## config.mk

```make
export PLATFORM = sky130hd
export DESIGN_NAME = spi_rx_ring_queue_with_delimiter_top
export DESIGN_NICKNAME = d
export VERILOG_FILES = /design/src/rtl/core/sprq_pkg.sv /design/src/rtl/core/spi_rx_ring_queue_with_delimiter_top.sv /design/src/rtl/core/sprq_ram.sv /design/src/rtl/core/sprq_ctrl.sv
export SDC_FILE = /design/constraint.sdc
export NUM_CORES = 1
export LEC_CHECK = 0
export BUFFER_PORTS_ARGS = -buffer_cell sky130_fd_sc_hd__buf_2
export CORE_ASPECT_RATIO = 1.4
export CORE_MARGIN = 2
export CORE_UTILIZATION = 60
export DETAILED_ROUTE_END_ITERATION = 12
export PLACE_DENSITY = 0.89
export SKIP_CTS_REPAIR_TIMING = 1
export SYNTH_ARGS = -nofsm -noshare
export SYNTH_HDL_FRONTEND = slang
export SYNTH_SLANG_ARGS = --single-unit
```

## constraint.sdc

```tcl
create_clock -name clk -period 3.9 [get_ports clk]
set_clock_uncertainty 0.1 [all_clocks]
set_input_delay 0.195 -clock clk [delete_from_list [all_inputs] [get_ports clk]]
set_output_delay 0.195 -clock clk [all_outputs]
set_load 0.05 [all_outputs]
```

## src/rtl/core/sprq_pkg.sv

```systemverilog
// Shared types and constants for the serial receive ring queue.
// Used by the control sequencer, the top level and the port checker.
`default_nettype none
package sprq_pkg;

  // Defaults and fixed field widths.
  localparam int QUEUE_DEPTH_DEF = 32;
  localparam int BYTE_W          = 8;
  localparam int LIMIT_W         = 7;
  localparam logic [BYTE_W-1:0] DELIM_RESET = 8'd10;
  localparam logic [BYTE_W-1:0] TERM_BYTE   = 8'd0;

  // Request kinds carried on the input tuser bit.
  localparam logic REQ_RX   = 1'b0;
  localparam logic REQ_COPY = 1'b1;

  // Register map: byte addresses.
  localparam int ADDR_W = 3;
  localparam logic [ADDR_W-1:0] ADDR_DELIM = 3'd0;

  // One input beat, unpacked.
  typedef struct packed {
    logic               req_type;
    logic [BYTE_W-1:0]  rx_byte;
    logic [LIMIT_W-1:0] copy_limit;
  } req_t;

  // One result beat, unpacked.
  typedef struct packed {
    logic [BYTE_W-1:0] data_byte;
    logic              from_copy;
    logic              last;
    logic              message_ready;
    logic              queue_empty;
  } res_t;

endpackage
`default_nettype wire

```

## src/rtl/core/spi_rx_ring_queue_with_delimiter_top.sv

```systemverilog
// Top level of the serial receive ring queue: stream ports, register port, ring RAM.
// Depends on sprq_pkg, sprq_ram and sprq_ctrl.
// A receive beat's status beat is registered from state ST_RX_OUT and waits there while the result register is full.
// A new request is taken only in the idle state, after the last one is through; a copy reads a byte in ST_COPY_RD,
// takes the registered ring RAM read in ST_COPY_WAIT, and emits the terminator from ST_COPY_END.
// Reset (rst, synchronous): queue empty, both pointers 0, flag clear, delimiter 10.
`default_nettype none
module spi_rx_ring_queue_with_delimiter_top #(
  parameter int QUEUE_DEPTH = sprq_pkg::QUEUE_DEPTH_DEF
) (
  input  wire logic                        clk,
  input  wire logic                        rst,
  // Input stream
  input  wire logic                        s_tvalid,
  output logic                             s_tready,
  input  wire logic [15:0]                 s_tdata,  // rx_byte[7:0], copy_limit[14:8], 0
  input  wire logic                        s_tuser,  // req_type
  // Output stream
  output logic                             m_tvalid,
  input  wire logic                        m_tready,
  output logic [15:0]                      m_tdata,  // data_byte[7:0], message_ready[8],
                                                     // queue_empty[9], 0
  output logic                             m_tuser,  // from_copy
  output logic                             m_tlast,
  // Register port
  input  wire logic                        psel,
  input  wire logic                        penable,
  input  wire logic                        pwrite,
  input  wire logic [sprq_pkg::ADDR_W-1:0] paddr,
  input  wire logic [31:0]                 pwdata,
  output logic [31:0]                      prdata,
  output logic                             pready
);
  import sprq_pkg::*;

  localparam int IDX_W = $clog2(QUEUE_DEPTH);

  logic [BYTE_W-1:0] delimiter;
  req_t              req;
  res_t              res;
  logic              ram_we;
  logic              ram_re;
  logic [IDX_W-1:0]  ram_waddr;
  logic [IDX_W-1:0]  ram_raddr;
  logic [BYTE_W-1:0] ram_wdata;
  logic [BYTE_W-1:0] ram_rdata;
  logic              addr_hit;

  // Register port: delimiter is the only register, word address 0.
  assign pready   = 1'b1;
  assign addr_hit = (paddr[ADDR_W-1:2] == ADDR_DELIM[ADDR_W-1:2]);
  assign prdata   = addr_hit ? {24'd0, delimiter} : 32'd0;

  always_ff @(posedge clk) begin
    if (rst) begin
      delimiter <= DELIM_RESET;
    end else if (psel && penable && pwrite && pready && addr_hit) begin
      delimiter <= pwdata[BYTE_W-1:0];
    end
  end

  // Beat unpacking and packing.
  assign req.req_type   = s_tuser;
  assign req.rx_byte    = s_tdata[7:0];
  assign req.copy_limit = s_tdata[14:8];

  assign m_tdata = {6'd0, res.queue_empty, res.message_ready, res.data_byte};
  assign m_tuser = res.from_copy;
  assign m_tlast = res.last;

  sprq_ctrl #(
    .QUEUE_DEPTH(QUEUE_DEPTH)
  ) u_ctrl (
    .clk       (clk),
    .rst       (rst),
    .delimiter (delimiter),
    .req_valid (s_tvalid),
    .req_ready (s_tready),
    .req       (req),
    .res_valid (m_tvalid),
    .res_ready (m_tready),
    .res       (res),
    .ram_we    (ram_we),
    .ram_waddr (ram_waddr),
    .ram_wdata (ram_wdata),
    .ram_re    (ram_re),
    .ram_raddr (ram_raddr),
    .ram_rdata (ram_rdata)
  );

  sprq_ram #(
    .WIDTH(BYTE_W),
    .DEPTH(QUEUE_DEPTH)
  ) u_ring (
    .clk   (clk),
    .we    (ram_we),
    .waddr (ram_waddr),
    .wdata (ram_wdata),
    .re    (ram_re),
    .raddr (ram_raddr),
    .rdata (ram_rdata)
  );

endmodule
`default_nettype wire

```

## src/rtl/core/sprq_ram.sv

```systemverilog
// Generic single-clock RAM with one write port and one registered read port.
// No dependencies.
`default_nettype none
module sprq_ram #(
  parameter int WIDTH = 8,
  parameter int DEPTH = 32
) (
  input  wire logic                     clk,
  input  wire logic                     we,
  input  wire logic [$clog2(DEPTH)-1:0] waddr,
  input  wire logic [WIDTH-1:0]         wdata,
  input  wire logic                     re,
  input  wire logic [$clog2(DEPTH)-1:0] raddr,
  output logic      [WIDTH-1:0]         rdata
);

  logic [WIDTH-1:0] mem [DEPTH];

  // Write port.
  always_ff @(posedge clk) begin
    if (we) begin
      mem[waddr] <= wdata;
    end
  end

  // Read port: data is registered on re and holds until the next read.
  always_ff @(posedge clk) begin
    if (re) begin
      rdata <= mem[raddr];
    end
  end

endmodule
`default_nettype wire

```

## src/rtl/core/sprq_ctrl.sv

```systemverilog
// Queue sequencer: keeps head/tail/flags, drives the ring RAM and the result register.
// Depends on sprq_pkg; the ring store lives in an external sprq_ram instance.
`default_nettype none
module sprq_ctrl #(
  parameter int QUEUE_DEPTH = sprq_pkg::QUEUE_DEPTH_DEF
) (
  input  wire logic                                clk,
  input  wire logic                                rst,
  input  wire logic [sprq_pkg::BYTE_W-1:0]         delimiter,
  // Request side
  input  wire logic                                req_valid,
  output logic                                     req_ready,
  input  wire sprq_pkg::req_t                      req,
  // Result side
  output logic                                     res_valid,
  input  wire logic                                res_ready,
  output sprq_pkg::res_t                           res,
  // Ring RAM
  output logic                                     ram_we,
  output logic [$clog2(QUEUE_DEPTH)-1:0]           ram_waddr,
  output logic [sprq_pkg::BYTE_W-1:0]              ram_wdata,
  output logic                                     ram_re,
  output logic [$clog2(QUEUE_DEPTH)-1:0]           ram_raddr,
  input  wire logic [sprq_pkg::BYTE_W-1:0]         ram_rdata
);
  import sprq_pkg::*;

  localparam int IDX_W = $clog2(QUEUE_DEPTH);
  localparam logic [IDX_W-1:0] IDX_LAST = IDX_W'(QUEUE_DEPTH - 1);

  localparam logic [2:0] ST_IDLE      = 3'd0;
  localparam logic [2:0] ST_RX_OUT    = 3'd1;
  localparam logic [2:0] ST_COPY_RD   = 3'd2;
  localparam logic [2:0] ST_COPY_WAIT = 3'd3;
  localparam logic [2:0] ST_COPY_END  = 3'd4;

  logic [2:0]         state, state_next;
  logic [IDX_W-1:0]   head, head_next;
  logic [IDX_W-1:0]   tail, tail_next;
  logic               empty_mark, empty_next;
  logic               ready_mark, ready_next;
  logic [LIMIT_W-1:0] copied, copied_next;
  logic [LIMIT_W-1:0] max_copy, max_copy_next;
  logic               out_valid, out_valid_next;
  res_t               out_res, out_res_next;

  logic               slot_free;
  logic [IDX_W-1:0]   head_inc;
  logic [IDX_W-1:0]   tail_inc;
  logic               pop_drains;

  // Ring index increments wrap at the configured depth.
  assign head_inc   = (head == IDX_LAST) ? '0 : head + 1'b1;
  assign tail_inc   = (tail == IDX_LAST) ? '0 : tail + 1'b1;
  assign pop_drains = (head_inc == tail);
  assign slot_free  = !out_valid || res_ready;

  assign req_ready = (state == ST_IDLE);
  assign res_valid = out_valid;
  assign res       = out_res;

  assign ram_waddr = tail;
  assign ram_wdata = req.rx_byte;
  assign ram_raddr = head;

  // Next-state and datapath logic.
  always_comb begin
    state_next     = state;
    head_next      = head;
    tail_next      = tail;
    empty_next     = empty_mark;
    ready_next     = ready_mark;
    copied_next    = copied;
    max_copy_next  = max_copy;
    out_valid_next = out_valid && !res_ready;
    out_res_next   = out_res;
    ram_we         = 1'b0;
    ram_re         = 1'b0;

    case (state)
      ST_IDLE: begin
        if (req_valid) begin
          if (req.req_type == REQ_RX) begin
            if (req.rx_byte == delimiter) begin
              ready_next = 1'b1;
            end else begin
              // Push at the tail; a full ring drops its oldest byte.
              ram_we = 1'b1;
              if (head == tail && !empty_mark) begin
                head_next = head_inc;
              end
              tail_next  = tail_inc;
              empty_next = 1'b0;
            end
            state_next = ST_RX_OUT;
          end else begin
            copied_next   = '0;
            max_copy_next = (req.copy_limit == '0) ? '0 : req.copy_limit - 1'b1;
            state_next    = ST_COPY_RD;
          end
        end
      end

      ST_RX_OUT: begin
        if (slot_free) begin
          out_valid_next = 1'b1;
          out_res_next   = '{TERM_BYTE, 1'b0, 1'b1, ready_mark, empty_mark};
          state_next     = ST_IDLE;
        end
      end

      ST_COPY_RD: begin
        // Fetch the head byte while there is something left to copy.
        if (!empty_mark && copied < max_copy) begin
          ram_re     = 1'b1;
          state_next = ST_COPY_WAIT;
        end else begin
          state_next = ST_COPY_END;
        end
      end

      ST_COPY_WAIT: begin
        if (slot_free) begin
          head_next = head_inc;
          if (pop_drains) begin
            ready_next = 1'b0;
            head_next  = '0;
            tail_next  = '0;
            empty_next = 1'b1;
          end
          out_valid_next = 1'b1;
          out_res_next   = '{ram_rdata, 1'b1, 1'b0, ready_next, empty_next};
          copied_next    = copied + 1'b1;
          state_next     = ST_COPY_RD;
        end
      end

      ST_COPY_END: begin
        // Discard one more byte, if any, then emit the terminator.
        if (slot_free) begin
          if (!empty_mark) begin
            head_next = head_inc;
            if (pop_drains) begin
              ready_next = 1'b0;
              head_next  = '0;
              tail_next  = '0;
              empty_next = 1'b1;
            end
          end
          out_valid_next = 1'b1;
          out_res_next   = '{TERM_BYTE, 1'b1, 1'b1, ready_next, empty_next};
          state_next     = ST_IDLE;
        end
      end

      default: begin
        state_next = ST_IDLE;
      end
    endcase
  end

  // Control registers.
  always_ff @(posedge clk) begin
    if (rst) begin
      state      <= ST_IDLE;
      head       <= '0;
      tail       <= '0;
      empty_mark <= 1'b1;
      ready_mark <= 1'b0;
      copied     <= '0;
      out_valid  <= 1'b0;
    end else begin
      state      <= state_next;
      head       <= head_next;
      tail       <= tail_next;
      empty_mark <= empty_next;
      ready_mark <= ready_next;
      copied     <= copied_next;
      out_valid  <= out_valid_next;
    end
  end

  // Payload registers.
  always_ff @(posedge clk) begin
    max_copy <= max_copy_next;
    out_res  <= out_res_next;
  end

endmodule
`default_nettype wire

```

---- Word level (Yosys, flattened, before mapping) ----
Memory sizes are Yosys's and may differ from the RTL's. A register that Yosys moved wholly into a read port is not among the register bits.
Index checks and enable logic that the tools add are counted.
cells by class
  $lt $le $gt $ge ......................... 1
  multiply operators ...................... 0
  reduce and logical (&&, ||, !) cells .... 25
  bitwise logic cells ..................... 1
  multiplexer cells ....................... 61
  shift operators ......................... 0
  eq/ne operators ......................... 20
  add/sub/neg operators ................... 4
  div/mod/pow operators ................... 0
operators by type and width
  operator                                                                 count
  5-bit 2-to-1 mux                                                         17
  12-bit 2-to-1 mux                                                        3
  12-bit one-hot mux with 3 select lines                                   1
  5-bit one-hot mux with 3 select lines                                    2
  1-bit 2-to-1 mux                                                         25
  7-bit 2-to-1 mux                                                         3
  2-bit by 1-bit inequality test with 1-bit output, second input constant  7
  7-bit one-hot mux with 2 select lines                                    1
  3-bit 2-to-1 mux                                                         4
  3-bit one-hot mux with 4 select lines                                    1
  6-bit AND reduction                                                      2
  5-bit by 1-bit adder with 5-bit output, second input constant            2
  5-bit == test                                                            2
  5-bit == test, second input constant                                     2
  8-bit == test                                                            1
  8-bit 2-to-1 mux                                                         1
  2-bit inequality test, second input constant                             4
  4-bit AND reduction                                                      2
  8-bit AND reduction                                                      1
  7-bit by 1-bit adder with 7-bit output, second input constant            1
  7-bit zero test                                                          1
  7-bit less-than comparator                                               1
  7-bit AND reduction                                                      1
  7-bit by 1-bit subtractor with 7-bit output, second input constant       1
  15 further kinds                                                         26
word-level totals
  bits in latches ......................... 0
  memories ................................ 1
  ROM bits ................................ 0
  bits in writable memories ............... 256
  output and inout port bits .............. 53
  register bits after elaboration ......... 50
  input port bits ......................... 59
  word-level logic and storage cells ...... 127
memories
  memory      depth  width  rd ports  clocked after Yosys merged registers in  write ports  RTL line        text
  u_ring.mem  32     8      1         1                                        1            sprq_ram.sv:17  logic [WIDTH-1:0] mem [DEPTH];

---- Depth between registers and ports, before layout ----
  depth after elaboration ................. 7
  mapped depth ............................ 11
  mapped depth without buffers ............ 9

---- Cells and area by module ----
From an unflattened synthesis, not the netlist that was laid out.
unflattened totals
  cell total of the unflattened synthesis .. 756
  area total of the unflattened synthesis .. 13320.3 sq um
modules (own cells, without submodules)
  module                                area an instance (sq um)  cells an instance  seq. area each (sq um)  times used
  sprq_ram                              10133.5                   417                7927.6                  1
  sprq_ctrl                             2521.2                    263                1031.0                  1
  spi_rx_ring_queue_with_delimiter_top  665.6                     76                 160.2                   1

---- Worst setup path before layout ----
OpenSTA, ideal clock, no wires.
  path type ............................... register to register
  start ................................... register u_ctrl.head[2], in the netlist u_ctrl.ram_raddr[2]
  end ..................................... register u_ctrl.tail[3], in the netlist u_ctrl.ram_waddr[3]
  clock period less this slack ............ 3.280 ns
  path buffers ............................ 3
  library setup time ...................... 0.070 ns
  setup slack ............................. 0.620 ns
  required time ........................... 3.730 ns
  cell stages (with the launch flop) ...... 12
  arrival ................................. 3.110 ns
  cells stage by stage .................... dfxtp_1 -> buf_1 -> buf_2 -> and3_1 -> ha_1 -> clkbuf_1 -> or3_1 -> nand3_1 -> a211o_1 -> o21a_4 -> or4_1 -> a21oi_1
on the way
  longest elaborated chain between the ends .. 7
  elaborated cells between the ends (all ways) .. 9
  those cells by class .................... 1 x add/sub; 2 x eq/ne; 6 x mux
RTL lines
  item                                                                            RTL line          text
  start: declaration                                                              sprq_ctrl.sv:38   logic [IDX_W-1:0] head, head_next;
  start signal: assignment                                                        sprq_ctrl.sv:174  head <= head_next;
  5-bit by 1-bit adder with 5-bit output / 5-bit == test (equally long branches)  sprq_ctrl.sv:53   assign head_inc = (head == IDX_LAST) ? '0 : head + 1'b1;
  5-bit 2-to-1 mux *                                                              sprq_ctrl.sv:53
  5-bit == test *                                                                 sprq_ctrl.sv:55   assign pop_drains = (head_inc == tail);
  5-bit 2-to-1 mux *                                                              --
  5-bit 2-to-1 mux (2 in a row)                                                   --
  5-bit one-hot mux with 3 select lines *                                         --
  end signal: assignment                                                          sprq_ctrl.sv:175  tail <= tail_next;
  end: declaration                                                                sprq_ctrl.sv:39   logic [IDX_W-1:0] tail, tail_next;
Every way passes the cells marked *; elsewhere a longest branch is shown, timed or not. The select of a mux whose other input is x is not followed.
A chain may end at the register's enable or synchronous reset.

---- Worst setup path in the final report ----
  start ................................... register u_ctrl.head[1], in the netlist u_ctrl.ram_raddr[1]
  end ..................................... register u_ctrl.head[0], in the netlist u_ctrl.ram_raddr[0]
on the way
  longest elaborated chain between the ends .. 7
  elaborated cells between the ends (all ways) .. 17
  those cells by class .................... 1 x add/sub; 4 x eq/ne; 10 x mux; 2 x reduce/logical
RTL lines
  item                                                                            RTL line                                             text
  5-bit by 1-bit adder with 5-bit output / 5-bit == test (equally long branches)  sprq_ctrl.sv:53
  5-bit 2-to-1 mux                                                                sprq_ctrl.sv:53
  5-bit == test / 5-bit 2-to-1 mux (equally long branches)                        sprq_ctrl.sv:55, sprq_ctrl.sv:89
  5-bit 2-to-1 mux, on equally long branches                                      sprq_ctrl.sv:125, sprq_ctrl.sv:143, sprq_ctrl.sv:84
  5-bit 2-to-1 mux, on equally long branches                                      sprq_ctrl.sv:141, sprq_ctrl.sv:83
  5-bit 2-to-1 mux, on equally long branches                                      sprq_ctrl.sv:140, sprq_ctrl.sv:82
  5-bit one-hot mux with 3 select lines                                           sprq_ctrl.sv:80                                      case (state)
Several ways; a longest one is shown, not always the timed one. The select of a mux whose other input is x is not followed.

==> impl_results.md <==
* Placement Cell Area at approximately 0.014 mm^2
* Setup TNS at 0 ns
* Critical Path, Cell by Cell: buf_4, xor2_1, nor4_1, o211ai_1, a31oi_1, nand2_1, o31ai_1
* Final GP Congestion at between 0.8 and 0.9
* Period utilization at 0.7632
* Clock Latency Late Sink at approximately 0.53 ns
* CP Capture Type: register
* Drt wl/cell at around 23 um
* Clock sinks at about 310
* Syn avg cell area at roughly 17 um^2
* Via density at roughly 6
* Fmax at roughly 340 MHz
* Area Overhead vs Synth at 10.15%
* Clock transition at path regs at roughly 0.07 ns
* Fraction of layout cells with a size suffix above 1 at 0.2322
* Die height at 179.7 um
* Max_cap viols at 0
* Pre-Repair DR Iteration Count at 6
* GRT overflow at 0
* GRT Total Usage at 0.2304
* Vias after detailed routing at a little over 7000
* Final wirelength at between 20 and 30 mm
* Sw frac at 0.2210
* Final setup violation count at 0
* Dpl ws at 0.7791 ns
* Final WS setup at between 0.9 and 1 ns
* Yosys warns at 0
* RSZ-0062 raised after global routing: false
* CORE AREA at 0.02178 mm^2
* Worst slew pin tran at between 0.9 and 1 ns
* Final design area excluding fillers at roughly 0.015 mm^2
* Total CTS buffers at 27
* Util after Layout at 0.6694
* CP max FO at 67
* CP peak stage delay at a little over 0.7 ns
* Sequential share of the synthesized area at 0.6889
* Layout Nets at between 900 and 1000
* Worst VDD drop at around 0.43 mV
* Die ar. at between 0.02 and 0.025 mm^2
* Starting Density at 0.6077
* Max_slew headroom at 0.3528
* Initial antenna violation count at 0
* Max Root-Sink Buffers at 3
* Critical Path RT at 4.24 ns
* Final hold vios at 0
* Slowest CP cell: buf_4
* Async SR Flop Fraction at 0
* Clock power share at 0.374
* N_diodes at 0
* Vias in the first global route at 7090
* Iteration-0 DRC Markers at ~700
* First-pass GRT wire length at between 40 and 50 mm
* Number of synthesized register bits at 314
* Number of synthesized flops with an enable pin at approximately 280
* P per Cell Area at ~460 mW/mm^2
* Psw at approximately 1500 uW
* Slew Viols, Final at 0
* CTS Root Cell: clkbuf_16
* CTS tree: built
* DPL Wire Length at about 17 mm
* Input/output buffers at 53
* HP Class: input port to register
* H-Tree Depth at 1
* Crit path DAT at ~3.3 ns
* Final ANT Viol Nets at 0
* Setup CP Type: register to register
* P_leak at 0.004779 uW
* Pin count of the biggest net entering global routing at slightly below 70
* I/O pins at 112
* Mapped Cells at between 700 and 800
* Post-route minimum period at 2.977 ns
* Mapped cell area at about 0.013 mm^2
* Internal Dissipation at about 5300 uW
* Gate power share at 0.077
* Crit path launch type: register
* Outcome: finished, final reports clean
* Sequential Power Share at 0.550
* DRC viols at 0
* Die W at 129.5 um
* Cell variety after synth at 60
* Rows at 64
* Most used flip-flop cell after synthesis: edfxtp_1
-- sequential cells by signal (all words and copies together) (netlist names) --
register and flops:
u_ctrl.res_valid 1, u_ctrl.copied 7, u_ctrl.empty_mark 1, delimiter 8, u_ctrl.ram_raddr 5, u_ctrl.ram_waddr 5
u_ctrl.ready_mark 1, u_ring.mem 256, u_ctrl.state 3, u_ring.rdata 8, u_ctrl.res 12, u_ctrl.max_copy 7
-- cells in the mapped netlist (3+ instances only) --
master | n | area (um^2)
edfxtp_1 | 283 | 8498
mux4_2 | 80 | 1802
nor2_1 | 59 | 221.5
nand2_1 | 37 | 138.9
buf_4 | 31 | 232.7
dfxtp_1 | 31 | 620.6
a21oi_1 | 22 | 110.1
clkbuf_1 | 17 | 63.81
inv_1 | 17 | 63.81
ha_1 | 15 | 187.7
nor2b_1 | 14 | 87.58
nand3_1 | 13 | 65.06
xnor2_1 | 13 | 113.9
xor2_1 | 12 | 105.1
and2_1 | 10 | 62.56
o21ai_0 | 9 | 45.04
buf_6 | 8 | 90.09
mux2_2 | 8 | 90.09
nor3_1 | 7 | 35.03
nand4_1 | 6 | 37.54
and3_1 | 5 | 31.28
nand2b_1 | 5 | 31.28
buf_2 | 4 | 20.02
clkbuf_2 | 4 | 20.02
or3_1 | 4 | 25.02
a31oi_1 | 3 | 18.77
nand3b_1 | 3 | 22.52
nand4b_1 | 3 | 26.28
o211ai_1 | 3 | 22.52
o31ai_1 | 3 | 22.52
or4_1 | 3 | 22.52
-- per-stage QoR --
stage          hold WS, ns  power [uW]  std cells
6_report           0.02224        6771       1154
5_1_grt            0.03998        6950       1154
4_1_cts            -0.2365        6774       1138
3_5_place_dp        0.3219        4287       1089
3_3_place_gp        0.3051        4269       1089
2_1_floorplan       0.1939        4176        798
-- cell type report --
cell class / instances / area (um^2)
clock inverters: 18 / 130.1
inverters: 17 / 63.81
fillers: 1357 / 7201
well taps: 297 / 371.6
multi-input cells: 399 / 3707
clock buffers: 31 / 690.7
flip-flops and latches: 314 / 9124
repair buffers: 78 / 493.0
-- path summary, 6_finish.rpt --
check                       from  slack [ns]  depth (start not counted)             endpoint
max reg2reg  u_ctrl.ram_raddr[1]        0.92                          7  u_ctrl.ram_raddr[0]
min                     s_tvalid        0.02                          4      u_ctrl.state[0]
min reg2reg         delimiter[4]        0.40                          2         delimiter[4]
max          u_ctrl.ram_raddr[1]        0.92                          7  u_ctrl.ram_raddr[0]
-- layer usage --
layer	vias to the layer above	wire, um	GRT usage
li1	3061	-	-
met3	77	1796	0.03810
met4	0	1306	0.1002
met1	3574	9380	0.2779
met2	367	14540	0.4063
met5	-	0	0
-- power groups by stage --
| stage | Combinational [uW] | Sequential, uW | Clock, uW |
|---|---|---|---|
| final | 521 | 3720 | 2530 |
| after global routing | 556 | 3720 | 2670 |
| after CTS | 506 | 3720 | 2550 |
| after detailed placement | 494 | 3790 | 0 |
| after global placement | 478 | 3790 | 0 |
| after floorplan | 369 | 3810 | 0 |
-- critical path: cells and delay by family, from the launching register on --
kind	cells	cell delay, ns
DFF	1	0.34
xor gates and xnor gates	1	0.18
AOI/OAI and AO/OA	3	0.96
and+or+nand+nor	2	0.58
buffers and inverters	1	0.71
-- cell families after synthesis --
kind of cell	Yosys count	share of synthesized area
AOI/OAI and AO/OA	55	0.02666
xor gates and xnor gates	25	0.01654
adders and majority gates	15	0.01418
buffers and inverters	85	0.03923
DFF	314	0.6889
muxes	88	0.1429
other	2	0.0005674
and+or+nand+nor	185	0.07099
-- cell usage in the layout, fill, tap and decap left out, drive strengths merged, types with 5 or more instances in the layout --
| cell | netlist | final |
|---|---|---|
| inv | 17 | 18 |
| mux2 | 8 | 8 |
| nand4 | 6 | 6 |
| buf | 45 | 62 |
| nand3 | 13 | 13 |
| and2 | 11 | 11 |
| ha | 15 | 15 |
| xor2 | 12 | 12 |
| xnor2 | 13 | 13 |
| nand2 | 37 | 37 |
| dlygate4sd3 | 0 | 16 |
| conb | 2 | 31 |
| a21oi | 22 | 22 |
| o21ai | 10 | 10 |
| nor3 | 7 | 7 |
| dfxtp | 31 | 31 |
| clkinv | 0 | 14 |
| nor2 | 59 | 59 |
| and3 | 5 | 5 |
| edfxtp | 283 | 283 |
| mux4 | 80 | 80 |
| clkbuf | 23 | 31 |
| or3 | 6 | 6 |
| nor2b | 14 | 14 |
| nand2b | 5 | 5 |
Power figures use the tool's default switching activity.
